<file path="src/lcdseq_pkg.sv">
// Package for the LCD nibble sequencer: payload structs, job descriptor,
// command codes, expander bit positions and the init byte table. No dependencies.
package lcdseq_pkg;

    localparam int RS_BIT_POS = 0;
    localparam int RW_BIT_POS = 1;
    localparam int EN_BIT_POS = 2;
    localparam int BL_BIT_POS = 3;

    localparam logic [2:0] KIND_PUT   = 3'd0;
    localparam logic [2:0] KIND_SETPOS = 3'd1;
    localparam logic [2:0] KIND_CLEAR = 3'd2;
    localparam logic [2:0] KIND_HOME  = 3'd3;
    localparam logic [2:0] KIND_INIT  = 3'd4;

    localparam logic [7:0] CHAR_CR = 8'h0d;
    localparam logic [7:0] CHAR_LF = 8'h0a;

    localparam logic [7:0] CMD_SET_DDRAM = 8'h80;
    localparam logic [7:0] CMD_CLEAR     = 8'h01;
    localparam logic [7:0] CMD_HOME      = 8'h02;

    // Config register indexes.
    localparam logic [1:0] REG_COLUMNS   = 2'd0;
    localparam logic [1:0] REG_ROWS      = 2'd1;
    localparam logic [1:0] REG_BACKLIGHT = 2'd2;

    localparam logic [4:0] INIT_WRITES = 5'd24;
    localparam logic [4:0] INIT_NIBBLE_WRITES = 5'd8;

    typedef struct packed {
        logic [2:0] kind;
        logic [7:0] character;
        logic [5:0] target_column;
        logic [1:0] target_row;
    } t_cmd;

    typedef struct packed {
        logic [7:0] expander_byte;
        logic [2:0] hold_ms;
        logic       last_write;
    } t_wr;

    // One queued job: one or two LCD bytes, or the init burst.
    // The second byte is always a set-position command (RS low, one extra ms).
    typedef struct packed {
        logic       init;
        logic       two;
        logic [7:0] b0;
        logic       rs0;
        logic [1:0] x0;
        logic [7:0] b1;
    } t_job;

    typedef struct packed {
        logic full;
        logic empty;
    } t_q_stat;

    function automatic logic [7:0] row_base(input logic [1:0] row);
        case (row)
            2'd0:    row_base = 8'h00;
            2'd1:    row_base = 8'h40;
            2'd2:    row_base = 8'h14;
            default: row_base = 8'h54;
        endcase
    endfunction

    function automatic logic [7:0] init_byte(input logic [1:0] k);
        case (k)
            2'd0:    init_byte = 8'h2c;
            2'd1:    init_byte = 8'h0d;
            2'd2:    init_byte = 8'h06;
            default: init_byte = 8'h01;
        endcase
    endfunction

endpackage

</file>
<file path="src/lcdseq_front.sv">
// Front end of the LCD sequencer: accepts commands, tracks the cursor and
// turns each command into a job descriptor. Depends on lcdseq_pkg.
module lcdseq_front import lcdseq_pkg::*; (
    input  logic       i_clk,
    input  logic       i_rst_n,
    input  logic       i_accept,
    input  t_cmd       i_cmd,
    input  logic [5:0] i_columns,
    input  logic [2:0] i_rows,
    output logic       o_job_push,
    output t_job       o_job
);

    logic [5:0] r_col, n_col;
    logic [1:0] r_row, n_row;
    logic [2:0] next_row_full;
    logic [1:0] next_row;
    logic [6:0] nx;
    logic       job_valid;

    // (row + 1) mod effective row count, rows clamped to 1..4
    always_comb begin
        next_row_full = {1'b0, r_row} + 3'd1;
        case (i_rows)
            3'd0, 3'd1: next_row = 2'd0;
            3'd2:       next_row = {1'b0, next_row_full[0]};
            3'd3:       next_row = (next_row_full >= 3'd3) ? 2'(next_row_full - 3'd3)
                                                           : next_row_full[1:0];
            default:    next_row = (next_row_full == 3'd4) ? 2'd0 : next_row_full[1:0];
        endcase
    end

    always_comb begin
        n_col     = r_col;
        n_row     = r_row;
        job_valid = 1'b0;
        o_job     = '0;
        nx        = {1'b0, r_col} + 7'd1;
        unique case (i_cmd.kind)
            KIND_PUT: begin
                if (i_cmd.character == CHAR_CR) begin
                    n_col = 6'd0;
                end else if (i_cmd.character == CHAR_LF) begin
                    job_valid = 1'b1;
                    o_job.b0  = CMD_SET_DDRAM + row_base(next_row);
                    o_job.x0  = 2'd1;
                    n_col     = 6'd0;
                    n_row     = next_row;
                end else begin
                    job_valid = 1'b1;
                    o_job.b0  = i_cmd.character;
                    o_job.rs0 = 1'b1;
                    o_job.x0  = 2'd1;
                    n_col     = nx[5:0];
                    // wrap to the start of the next line
                    if (nx >= {1'b0, i_columns}) begin
                        o_job.two = 1'b1;
                        o_job.b1  = CMD_SET_DDRAM + row_base(next_row);
                        n_col     = 6'd0;
                        n_row     = next_row;
                    end
                end
            end
            KIND_SETPOS: begin
                job_valid = 1'b1;
                o_job.b0  = CMD_SET_DDRAM + row_base(i_cmd.target_row)
                          + {2'b00, i_cmd.target_column};
                o_job.x0  = 2'd1;
                n_col     = i_cmd.target_column;
                n_row     = i_cmd.target_row;
            end
            KIND_CLEAR, KIND_HOME: begin
                job_valid = 1'b1;
                o_job.b0  = (i_cmd.kind == KIND_CLEAR) ? CMD_CLEAR : CMD_HOME;
                o_job.x0  = 2'd2;
                n_col     = 6'd0;
                n_row     = 2'd0;
            end
            KIND_INIT: begin
                job_valid  = 1'b1;
                o_job.init = 1'b1;
                n_col      = 6'd0;
                n_row      = 2'd0;
            end
            default: begin
            end
        endcase
    end

    assign o_job_push = i_accept && job_valid;

    always_ff @(posedge i_clk) begin
        if (!i_rst_n) begin
            r_col <= 6'd0;
            r_row <= 2'd0;
        end else if (i_accept) begin
            r_col <= n_col;
            r_row <= n_row;
        end
    end

endmodule

</file>
<file path="src/lcdseq_jobq.sv">
// Two-entry job queue between the front end and the write sequencer.
// Depends on lcdseq_pkg.
module lcdseq_jobq import lcdseq_pkg::*; (
    input  logic    i_clk,
    input  logic    i_rst_n,
    input  logic    i_push,
    input  t_job    i_job,
    input  logic    i_pop,
    output t_job    o_job,
    output t_q_stat o_stat
);

    t_job       r_mem [2];
    logic       r_wp, r_rp;
    logic [1:0] r_cnt;
    logic       do_push, do_pop;

    assign o_stat.full  = (r_cnt == 2'd2);
    assign o_stat.empty = (r_cnt == 2'd0);
    assign o_job        = r_mem[r_rp];
    assign do_push      = i_push && !o_stat.full;
    assign do_pop       = i_pop && !o_stat.empty;

    always_ff @(posedge i_clk) begin
        if (do_push) begin
            r_mem[r_wp] <= i_job;
        end
    end

    always_ff @(posedge i_clk) begin
        if (!i_rst_n) begin
            r_wp  <= 1'b0;
            r_rp  <= 1'b0;
            r_cnt <= 2'd0;
        end else begin
            if (do_push) r_wp <= ~r_wp;
            if (do_pop)  r_rp <= ~r_rp;
            r_cnt <= r_cnt + 2'(do_push) - 2'(do_pop);
        end
    end

endmodule

</file>
<file path="src/lcdseq_back.sv">
// Write sequencer: expands the head job into expander writes, one per cycle when
// the result register is free or popped, into that register. Depends on lcdseq_pkg.
module lcdseq_back import lcdseq_pkg::*; (
    input  logic    i_clk,
    input  logic    i_rst_n,
    input  t_job    i_job,
    input  t_q_stat i_qstat,
    input  logic    i_backlight,
    input  logic    i_pop,
    output logic    o_job_pop,
    output t_wr     o_wr,
    output logic    o_valid
);

    logic [4:0] r_idx;
    logic       r_valid;
    t_wr        r_wr;
    t_wr        wr;
    logic       slot_free, emit;
    logic [7:0] lbyte;
    logic [4:0] j;
    logic [3:0] nib;
    logic       rs, en;
    logic [1:0] ext;
    logic       low_end;

    assign slot_free = !r_valid || i_pop;
    assign emit      = slot_free && !i_qstat.empty;
    assign en        = ~r_idx[0];
    assign low_end   = r_idx[1] & r_idx[0];
    assign j         = r_idx - INIT_NIBBLE_WRITES;

    always_comb begin
        lbyte = i_job.b0;
        rs    = 1'b0;
        ext   = 2'd0;
        nib   = 4'h0;
        wr    = '0;
        if (i_job.init) begin
            if (r_idx < INIT_NIBBLE_WRITES) begin
                // three 0x3 wake-up nibbles with long holds, then 0x2
                nib = (r_idx[2:1] == 2'd3) ? 4'h2 : 4'h3;
                wr.hold_ms = (r_idx[0] && r_idx[2:1] != 2'd3) ? 3'd6 : 3'd1;
            end else begin
                lbyte = init_byte(j[3:2]);
                ext   = (j[3:2] == 2'd3) ? 2'd2 : 2'd1;
                nib   = r_idx[1] ? lbyte[3:0] : lbyte[7:4];
                wr.hold_ms = low_end ? 3'd1 + {1'b0, ext} : 3'd1;
            end
            wr.last_write = (r_idx == INIT_WRITES - 5'd1);
        end else begin
            lbyte = r_idx[2] ? i_job.b1 : i_job.b0;
            rs    = r_idx[2] ? 1'b0 : i_job.rs0;
            ext   = r_idx[2] ? 2'd1 : i_job.x0;
            nib   = r_idx[1] ? lbyte[3:0] : lbyte[7:4];
            wr.hold_ms    = low_end ? 3'd1 + {1'b0, ext} : 3'd1;
            wr.last_write = (r_idx == (i_job.two ? 5'd7 : 5'd3));
        end
        wr.expander_byte = {nib, 4'h0}
                         | (8'(i_backlight) << BL_BIT_POS)
                         | (8'(rs) << RS_BIT_POS)
                         | (8'(1'b0) << RW_BIT_POS)
                         | (8'(en) << EN_BIT_POS);
    end

    assign o_job_pop = emit && wr.last_write;
    assign o_wr      = r_wr;
    assign o_valid   = r_valid;

    always_ff @(posedge i_clk) begin
        if (emit) begin
            r_wr <= wr;
        end
    end

    always_ff @(posedge i_clk) begin
        if (!i_rst_n) begin
            r_idx   <= 5'd0;
            r_valid <= 1'b0;
        end else begin
            if (emit) begin
                r_idx <= wr.last_write ? 5'd0 : r_idx + 5'd1;
            end
            if (slot_free) begin
                r_valid <= emit;
            end
        end
    end

endmodule

</file>
<file path="src/char_lcd_i2c_nibble_sequencer_top.sv">
// Top level of the HD44780 4-bit LCD sequencer over an I2C expander.
// Depends on lcdseq_pkg, lcdseq_front, lcdseq_jobq, lcdseq_back.

// Commands enter through a queue-style port and are turned at once into jobs
// in a two-entry queue; the write sequencer emits one expander write per clock
// while the result register is free. A character makes 4 expander writes (8
// when it wraps the line), set position, newline, clear and return home 4, init
// 24, and a carriage return or an unknown kind none. Commands are accepted while
// fewer than two jobs wait, so a new one can enter while earlier writes are still
// going out; with both job entries taken every command, even one that makes no
// writes, waits for the head job to finish. Registers: display_columns at 0x0,
// display_rows at 0x4, backlight at 0x8.
module char_lcd_i2c_nibble_sequencer_top import lcdseq_pkg::*; (
    input  logic        i_clk,
    input  logic        i_rst_n,
    input  logic        push,
    output logic        full,
    input  t_cmd        i_cmd,
    output logic        empty,
    input  logic        pop,
    output t_wr         o_wr,
    input  logic        psel,
    input  logic        penable,
    input  logic        pwrite,
    input  logic [3:0]  paddr,
    input  logic [31:0] pwdata,
    output logic [31:0] prdata,
    output logic        pready
);

    logic [5:0] r_columns;
    logic [2:0] r_rows;
    logic       r_backlight;
    logic       cfg_wr;
    logic       accept;
    logic       job_push, job_pop;
    t_job       front_job, head_job;
    t_q_stat    qstat;
    logic       out_valid;

    assign pready = 1'b1;
    assign cfg_wr = psel && penable && pwrite;

    always_ff @(posedge i_clk) begin
        if (!i_rst_n) begin
            r_columns   <= 6'd16;
            r_rows      <= 3'd2;
            r_backlight <= 1'b1;
        end else if (cfg_wr) begin
            case (paddr[3:2])
                REG_COLUMNS:   r_columns   <= pwdata[5:0];
                REG_ROWS:      r_rows      <= pwdata[2:0];
                REG_BACKLIGHT: r_backlight <= pwdata[0];
                default: begin
                end
            endcase
        end
    end

    always_comb begin
        case (paddr[3:2])
            REG_COLUMNS:   prdata = {26'd0, r_columns};
            REG_ROWS:      prdata = {29'd0, r_rows};
            REG_BACKLIGHT: prdata = {31'd0, r_backlight};
            default:       prdata = 32'd0;
        endcase
    end

    assign full   = qstat.full;
    assign accept = push && !qstat.full;
    assign empty  = !out_valid;

    lcdseq_front u_front (
        .i_clk      (i_clk),
        .i_rst_n    (i_rst_n),
        .i_accept   (accept),
        .i_cmd      (i_cmd),
        .i_columns  (r_columns),
        .i_rows     (r_rows),
        .o_job_push (job_push),
        .o_job      (front_job)
    );

    lcdseq_jobq u_jobq (
        .i_clk   (i_clk),
        .i_rst_n (i_rst_n),
        .i_push  (job_push),
        .i_job   (front_job),
        .i_pop   (job_pop),
        .o_job   (head_job),
        .o_stat  (qstat)
    );

    lcdseq_back u_back (
        .i_clk       (i_clk),
        .i_rst_n     (i_rst_n),
        .i_job       (head_job),
        .i_qstat     (qstat),
        .i_backlight (r_backlight),
        .i_pop       (pop),
        .o_job_pop   (job_pop),
        .o_wr        (o_wr),
        .o_valid     (out_valid)
    );

endmodule

</file>
<file path="config.mk">
export PLATFORM = sky130hd
export DESIGN_NAME = char_lcd_i2c_nibble_sequencer_top
export DESIGN_NICKNAME = d
export VERILOG_FILES = /design/src/lcdseq_pkg.sv /design/src/lcdseq_front.sv /design/src/lcdseq_jobq.sv /design/src/lcdseq_back.sv /design/src/char_lcd_i2c_nibble_sequencer_top.sv
export SDC_FILE = /design/constraint.sdc
export NUM_CORES = 1
export LEC_CHECK = 0
export ABC_AREA = 0
export BUFFER_PORTS_ARGS = -buffer_cell sky130_fd_sc_hd__buf_2
export CAP_MARGIN = 10
export CORE_MARGIN = 1
export CORE_UTILIZATION = 59
export DETAILED_ROUTE_END_ITERATION = 6
export PLACE_DENSITY = 0.86
export SYNTH_ARGS = -nofsm -noshare
export SYNTH_HDL_FRONTEND = slang
export SYNTH_HIERARCHICAL = 1
export SYNTH_SLANG_ARGS = --single-unit
</file>
<file path="constraint.sdc">
create_clock -name i_clk -period 4.7 [get_ports i_clk]
set_clock_uncertainty 0.15 [all_clocks]
set_input_delay 0.94 -clock i_clk [delete_from_list [all_inputs] [get_ports i_clk]]
set_output_delay 0.94 -clock i_clk [all_outputs]
set_load 0.1 [all_outputs]
</file>
==> summary.md, run 1 <==
| Metric | Value |
|---|---|
| # DRC | 0 |
| Root buf cell | clkbuf_8 |
| Multi-input logic area | 0.002193 mm² |
| Post-DP HPWL | 6367 µm |
| Final #Nets | 548 |
| TNS Setup | 0 ps |
| Fin crit share | 0.7038 |
| Switch Pwr | 0.5869 mW |
| Area Growth Syn to Fin | 6.787% |
| Ports | 109 |
| Worst Setup End Kind | flop |
| Maximum clock path buffer count | 2 |
| Synth area leaders | edfxtp_1 34%, dfxtp_1 12%, mux2_4 6.4%, buf_4 5.6%, ha_1 4.2% |
| Row count | 32 |
| Worst skew pair latency | 360 ps |
| Die Y | 91.44 µm |
| Reg power frac | 0.482 |
| CP Class | reg -> reg |
| Min cycle time layout | 3308 ps |
| Post-cts sizing count | 0 |
| Number of synthesized flops with an enable pin | 53 |
| Worst slew margin | 0.2782 |
| CTS Hold Buffers Added | 0 |
| Total number of vias | 3257 |
| Die W | 91.44 µm |
| Hold Violations, Final | 0 |
| Die Footprint | 0.008361 mm² |
| Inst Count DP | 561 |
| Setup slack, reg-to-reg | 1390 ps |
| TritonRoute pass-1 iters | 4 |
| Sw Share | 0.3378 |
| # diodes | 0 |
| Syn Inst Count | 431 |
| Fillers | 591 |
| # port buffers | 52 |
| CP required | 4800 ps |
| H-tree lvl count | 3 |
| Yosys reg bits | 82 |
| Synth cell count leaders | 53 x edfxtp_1, 39 x nand2_1, 35 x buf_4 |
| RSZ-0062 raised after global routing | no |
| Initial Util | 0.6108 |
| Hold path startpoint | r_backlight |
| Number of antenna violations at the first check in global routing | 0 |
| Setup violations, final | 0 |
| Static Leak | 2.051 nW |
| Worst Path Arrival | 3410 ps |
| Total power draw | 1.738 mW |
| Final cell count without fillers | 577 |
| Overall Global Routing Usage | 0.2277 |
| First-pass GRT wire length | 14570 µm |
| Number of DRC markers in iteration 0 | 184 |
| Largest net degree at the start of global routing | 40 |
| Final ANT Viol Nets | 0 |
| Clock Power Share | 0.290 |
| Synth unique cells | 66 |
| Final wirelength | 8790 µm |
| TritonCTS buffer count | 9 |
| Wire per inst | 15.23 µm |
| Cell area after synthesis | 0.004720 mm² |
| GRT overflow | 0 |
| Number of global-route vias before repair | 3107 |
| Main synth FF type | edfxtp_1 |
| Combinational power share | 0.229 |
| Yosys warnings | 6 |
| TritonCTS sink count | 82 |
| Critical Path Max Stage Delay | 520 ps |
| Worst Setup Start Kind | flop |
| Slowest cell on the critical path | or4b_4 |
| Via density | 5.645 |
| Share of the synthesized area in the top cell type | 0.3372 |
| Worst min path class | reg -> reg |
| Avg Cell Area, Syn | 10.95 µm² |
| Worst path cell trace | buf_4 > mux2_2 > or4b_4 > o22ai_4 > and2_1 > o21a_2 > ha_1 > inv_1 > ha_1 > xor2_1 > and2_2 > nor3_1 |
| Crit Path Max Fanout | 21 |
| Worst-Margin Slew | 1080 ps |
| Fmax | 0.3023 GHz |
| Run status | finished clean |
| Largest area contributor in the netlist | edfxtp_1 |
| CTS tree | yes |
| Sequential area share after synthesis | 0.4602 |
| Placer congestion estimate | 0.9745 |
| Max-Cap Viols | 0 |
| Asr flop ratio synth | 0 |
| CP top delay family | simple AND/OR/NAND/NOR gates |
| Share of layout cells above drive strength 1 | 0.2358 |
| Fin Hold WS | 309.2 ps |
| PD cells | 344.8 mW/mm² |
| Core box area | 0.007727 mm² |
| Max VDD drop | 0.0001759 V |
| Int Power | 1.151 mW |
| Clock slew at reported path FFs | 80 ps |
| Critical Path Most Common Cell | ha_1 |
| Max Slew Vio Count | 0 |
| Most common cell in the netlist | edfxtp_1 |
| Post-CTS setup buffers | 0 |
| FF/Latch Area | 0.002172 mm² |
| Crit path buf inv count | 2 |
==> through the flow <==
stage	setup slack (ps)	instance area (µm²)	utilization
floorplan	478.8	4825	-
global placement	1375	4847	0.6273
detailed placement	1270	4847	0.6273
CTS	1383	5040	0.6522
global route	1201	5040	0.6522
finish	1392	5040	0.6522
==> final timing paths <==
| kind | endpoint | depth (start not counted) |
|---|---|---|
| setup reg to reg | u_jobq/r_cnt[1] | 12 |
| hold reg to reg | u_back/o_wr[7] | 0 |
| hold / removal | u_back/o_wr[7] | 0 |
| setup / recovery | u_jobq/r_cnt[1] | 12 |
==> metal layers <==
layer / wire [µm] / track usage / up-vias
met1: 3656 / 0.2600 / 1560
met5: 0 / 0 / -
met2: 4522 / 0.4023 / 126
li1: - / - / 1550
met3: 371 / 0.03936 / 21
met4: 240 / 0.1257 / 0
==> area by class of cell <==
type                    instances  share of cell area
clock buffers                   9             0.02458
clock inverters                 7             0.01365
inverters                      21             0.01564
multi-input cells             302              0.4352
flip-flops and latches         82              0.4310
well taps                     102             0.02532
repair buffers                 54             0.05462
==> flip-flops by register name, indices dropped and copies added, names as in the netlist, 2 cells and up, named ones only <==
register	flops
u_jobq/r_mem	42
u_back/o_wr	11
r_columns	6
u_front/r_col	6
u_back/r_idx	5
r_rows	3
u_front/r_row	2
u_jobq/r_cnt	2
==> placed cells by master (no fill, tap or decap), types with 9 or more instances in the layout <==
master,synthesis,final
clkbuf_8,0,9
o21ai_0,18,18
nor2b_1,10,10
nand3_1,15,15
conb_1,4,32
edfxtp_1,53,53
nor2_1,21,21
nand2_1,39,39
mux2i_1,17,17
a21oi_1,10,10
mux2_4,20,20
inv_1,21,21
buf_2,6,52
dfxtp_1,29,29
ha_1,16,16
==> worst register-to-register path: cells and delay by family, from the launching register on <==
kind,cells,cell delay [ps]
xor+xnor,1,200
compound gates,2,390
mux,1,500
flops,1,310
fa+ha+maj,2,370
buf+inv,2,390
simple gates,4,900
==> logic make-up (layout without fill, tap and decap cells) <==
family	after synthesis	after routing	synth area share
and+or+nand+nor	135	135	0.1570
DFF	82	82	0.4602
buffers and inverters	75	91	0.09729
AOI/OAI and AO/OA	65	65	0.09836
muxes	43	43	0.1212
adders and majority gates	16	16	0.04242
xor gates and xnor gates	11	11	0.02041
other	4	32	0.003180
==> power by group through the flow <==
stage	Clock (mW)	Sequential (mW)	Combinational, mW
floorplan	0	0.913	0.286
global placement	0	0.851	0.382
detailed placement	0	0.854	0.393
CTS	0.507	0.838	0.396
global route	0.539	0.842	0.422
finish	0.503	0.837	0.397
No activity file was read; power rests on OpenSTA's default activity.
==> run 2: changes to the inputs <==
- CORE_UTILIZATION: 59 -> 50
- PLACE_DENSITY: 0.86 -> 0.78
- clock period: 4.7 -> 3.04 ns (I/O delays scaled with it)
==> run 2 against run 1 <==
Net effect:
- sequential share of layout area down 1.1 points
- combinational power increased by 57%
- total power up 59%
- first-iteration DRC count is 16% lower
- non-clock buffer count grew 11
- critical path type unchanged
==> summary.md, run 2 (synthesized netlist as in run 1, its figures left out) <==
| Metric | Value |
|---|---|
| H-tree lvl count | 3 (unchanged) |
| Initial Util | 0.5132 (-0.09755) |
| Fin Hold WS | 308.1 ps (-1.019 ps) |
| Overall Global Routing Usage | 0.1816 (-0.04607) |
| Post-CTS setup buffers | 0 (unchanged) |
| Die W | 99.16 µm (+8.4%) |
| Worst Setup Start Kind | flop |
| Row count | 35 (+9.4%) |
| TritonRoute pass-1 iters | 5 (+1) |
| Setup violations, final | 0 (unchanged) |
| Max reg flops | 42 (unchanged) |
| Die Y | 99.16 µm (+8.4%) |
| Static Leak | 2.122 nW (+3.5%) |
| Final worst slack | 276.1 ps (-1116 ps) |
| Maximum clock path buffer count | 2 (unchanged) |
| Fmax | 0.3618 GHz (+20%) |
| Area Growth Syn to Fin | 9.518% |
| Wl on met1 | 3772 µm (+3.2%) |
| Number of DRC markers in iteration 0 | 154 (-16%) |
| Largest net degree at the start of global routing | 24 (-40%) |
| # DRC | 0 (unchanged) |
| Core box area | 0.009196 mm² (+19%) |
| CP required | 3130 ps (-1670 ps) |
| Placer congestion estimate | 0.8970 (-8.0%) |
| TritonCTS sink count | 82 (unchanged) |
| Inst Count DP | 581 (+3.6%) |
| Worst slew margin | 0.3469 (+0.06865) |
| Largest reg by FF count | u_jobq/r_mem |
| CTS Hold Buffers Added | 0 (unchanged) |
| Share of layout cells above drive strength 1 | 0.2572 (+0.02141) |
| DR WL met2 | 4118 µm (-8.9%) |
| Most frequent cells in the layout | 53 x edfxtp_1, 52 x buf_2, 39 x nand2_1 |
| TNS Setup | 0 ps (unchanged) |
| First-pass GRT wire length | 13900 µm (-4.6%) |
| Min cycle time layout | 2764 ps (-544.0 ps) |
| # port buffers | 52 (unchanged) |
| Worst skew pair latency | 340 ps (-20 ps) |
| Final ANT Viol Nets | 0 (unchanged) |
| Ports | 109 (unchanged) |
| Final #Nets | 559 (+2.0%) |
| Dpl cell area | 0.004952 mm² (+2.2%) |
| Post-cts sizing count | 0 (unchanged) |
| Number of antenna violations at the first check in global routing | 0 (unchanged) |
| Met3 wire length | 391 µm (+5.4%) |
| CTS tree | yes |
| Top Metal Used | met4 |
| TritonCTS buffer count | 9 (unchanged) |
| PD cells | 535.3 mW/mm² (+55%) |
| Wire per inst | 14.01 µm (-8.0%) |
| Max VDD drop | 0.0002622 V (+49%) |
| Hold Violations, Final | 0 (unchanged) |
| Worst-Margin Slew | 979.7 ps (-100.6 ps) |
| Worst min path class | reg -> reg |
| Number of global-route vias before repair | 3027 (-2.6%) |
| Max-Cap Viols | 0 (unchanged) |
| Final instance area | 0.005169 mm² (+2.6%) |
| Final cell count without fillers | 597 (+3.5%) |
| GRT overflow | 0 (unchanged) |
| Fin crit share | 0.9092 (+0.2054) |
| Final wirelength | 8366 µm (-4.8%) |
| Total number of vias | 3174 (-2.5%) |
| Crit Path Max Fanout | 3 (-86%) |
| Clock slew at reported path FFs | 90 ps (about the same) |
| Root buf cell | clkbuf_8 |
| Post-Place Setup Slack | 263.5 ps (-1007 ps) |
| Post-DP HPWL | 6231 µm (-2.1%) |
| Worst Setup End Kind | flop |
| Run status | finished clean |
| Via density | 5.317 (-5.8%) |
| Most common cell after layout, fill and taps aside | edfxtp_1 |
| Max Slew Vio Count | 0 (unchanged) |
| RSZ-0062 raised after global routing | no |
| Die Footprint | 0.009832 mm² (+18%) |
| CP Class | reg -> reg |
| # diodes | 0 (unchanged) |
| Worst Path Arrival | 2860 ps (-550 ps) |
==> run 2: cell types whose count changed in the layout (fill, tap and decap cells not counted) <==
cell,previous run,this run
bufinv_16,1,2
buf_4,2,13
clkinvlp_4,1,2
nor3_1,5,4
clkinvlp_2,1,0
o22ai_2,0,1
o22ai_1,5,4
nor3_2,0,1
clkinv_4,1,0
==> run 2: layout make-up <==
class,instances,area [µm²]
Multi-Input combinational cell,302,2205
Clock inverter,7,92.59
Sequential cell,82,2172
Tap cell,111,138.9
Clock buffer,9,123.9
Fill cell,801,4028
Inverter,21,78.83
Timing Repair Buffer,65,357.8
==> run 2: metal layers <==
metal / vias up / GRT usage
met4: 0 / 0.08484
met2: 91 / 0.3104
li1: 1574 / -
met1: 1499 / 0.2261
met3: 10 / 0.03022
met5: - / 0
==> run 2: worst max-delay path, stage by stage, from the launching register on <==
cell	delay (ps)
dfxtp_1	380
mux2_2	370
or4b_4	490
o22ai_4	180
and2_1	160
o21a_2	140
ha_1	220
inv_1	50
ha_1	150
xor2_1	180
and2_2	160
nor3_1	40
==> run 2: worst paths after layout <==
check              startpoint               to  slack (ps)  cells past startpoint
setup / recovery         flop  u_jobq/r_cnt[1]         280                     11
hold / removal    r_backlight   u_back/o_wr[7]         310                      0
setup reg to reg         flop  u_jobq/r_cnt[1]         280                     11
hold reg to reg   r_backlight   u_back/o_wr[7]         310                      0
==> run 2: power breakdown <==
part	switching (mW)	total [mW]	internal, mW
Sequential	0.0290	1.29	1.26
Clock	0.394	0.855	0.461
Combinational	0.471	0.623	0.152
Total	0.894	2.77	1.87
==> run 2: metrics by stage <==
| step | util | total power, mW |
|---|---|---|
| finish | 0.5620 | 2.767 |
| global route | 0.5620 | 2.886 |
| CTS | 0.5620 | 2.787 |
| detailed placement | 0.5385 | 1.939 |
| global placement | 0.5385 | 1.924 |
| floorplan | - | 1.856 |
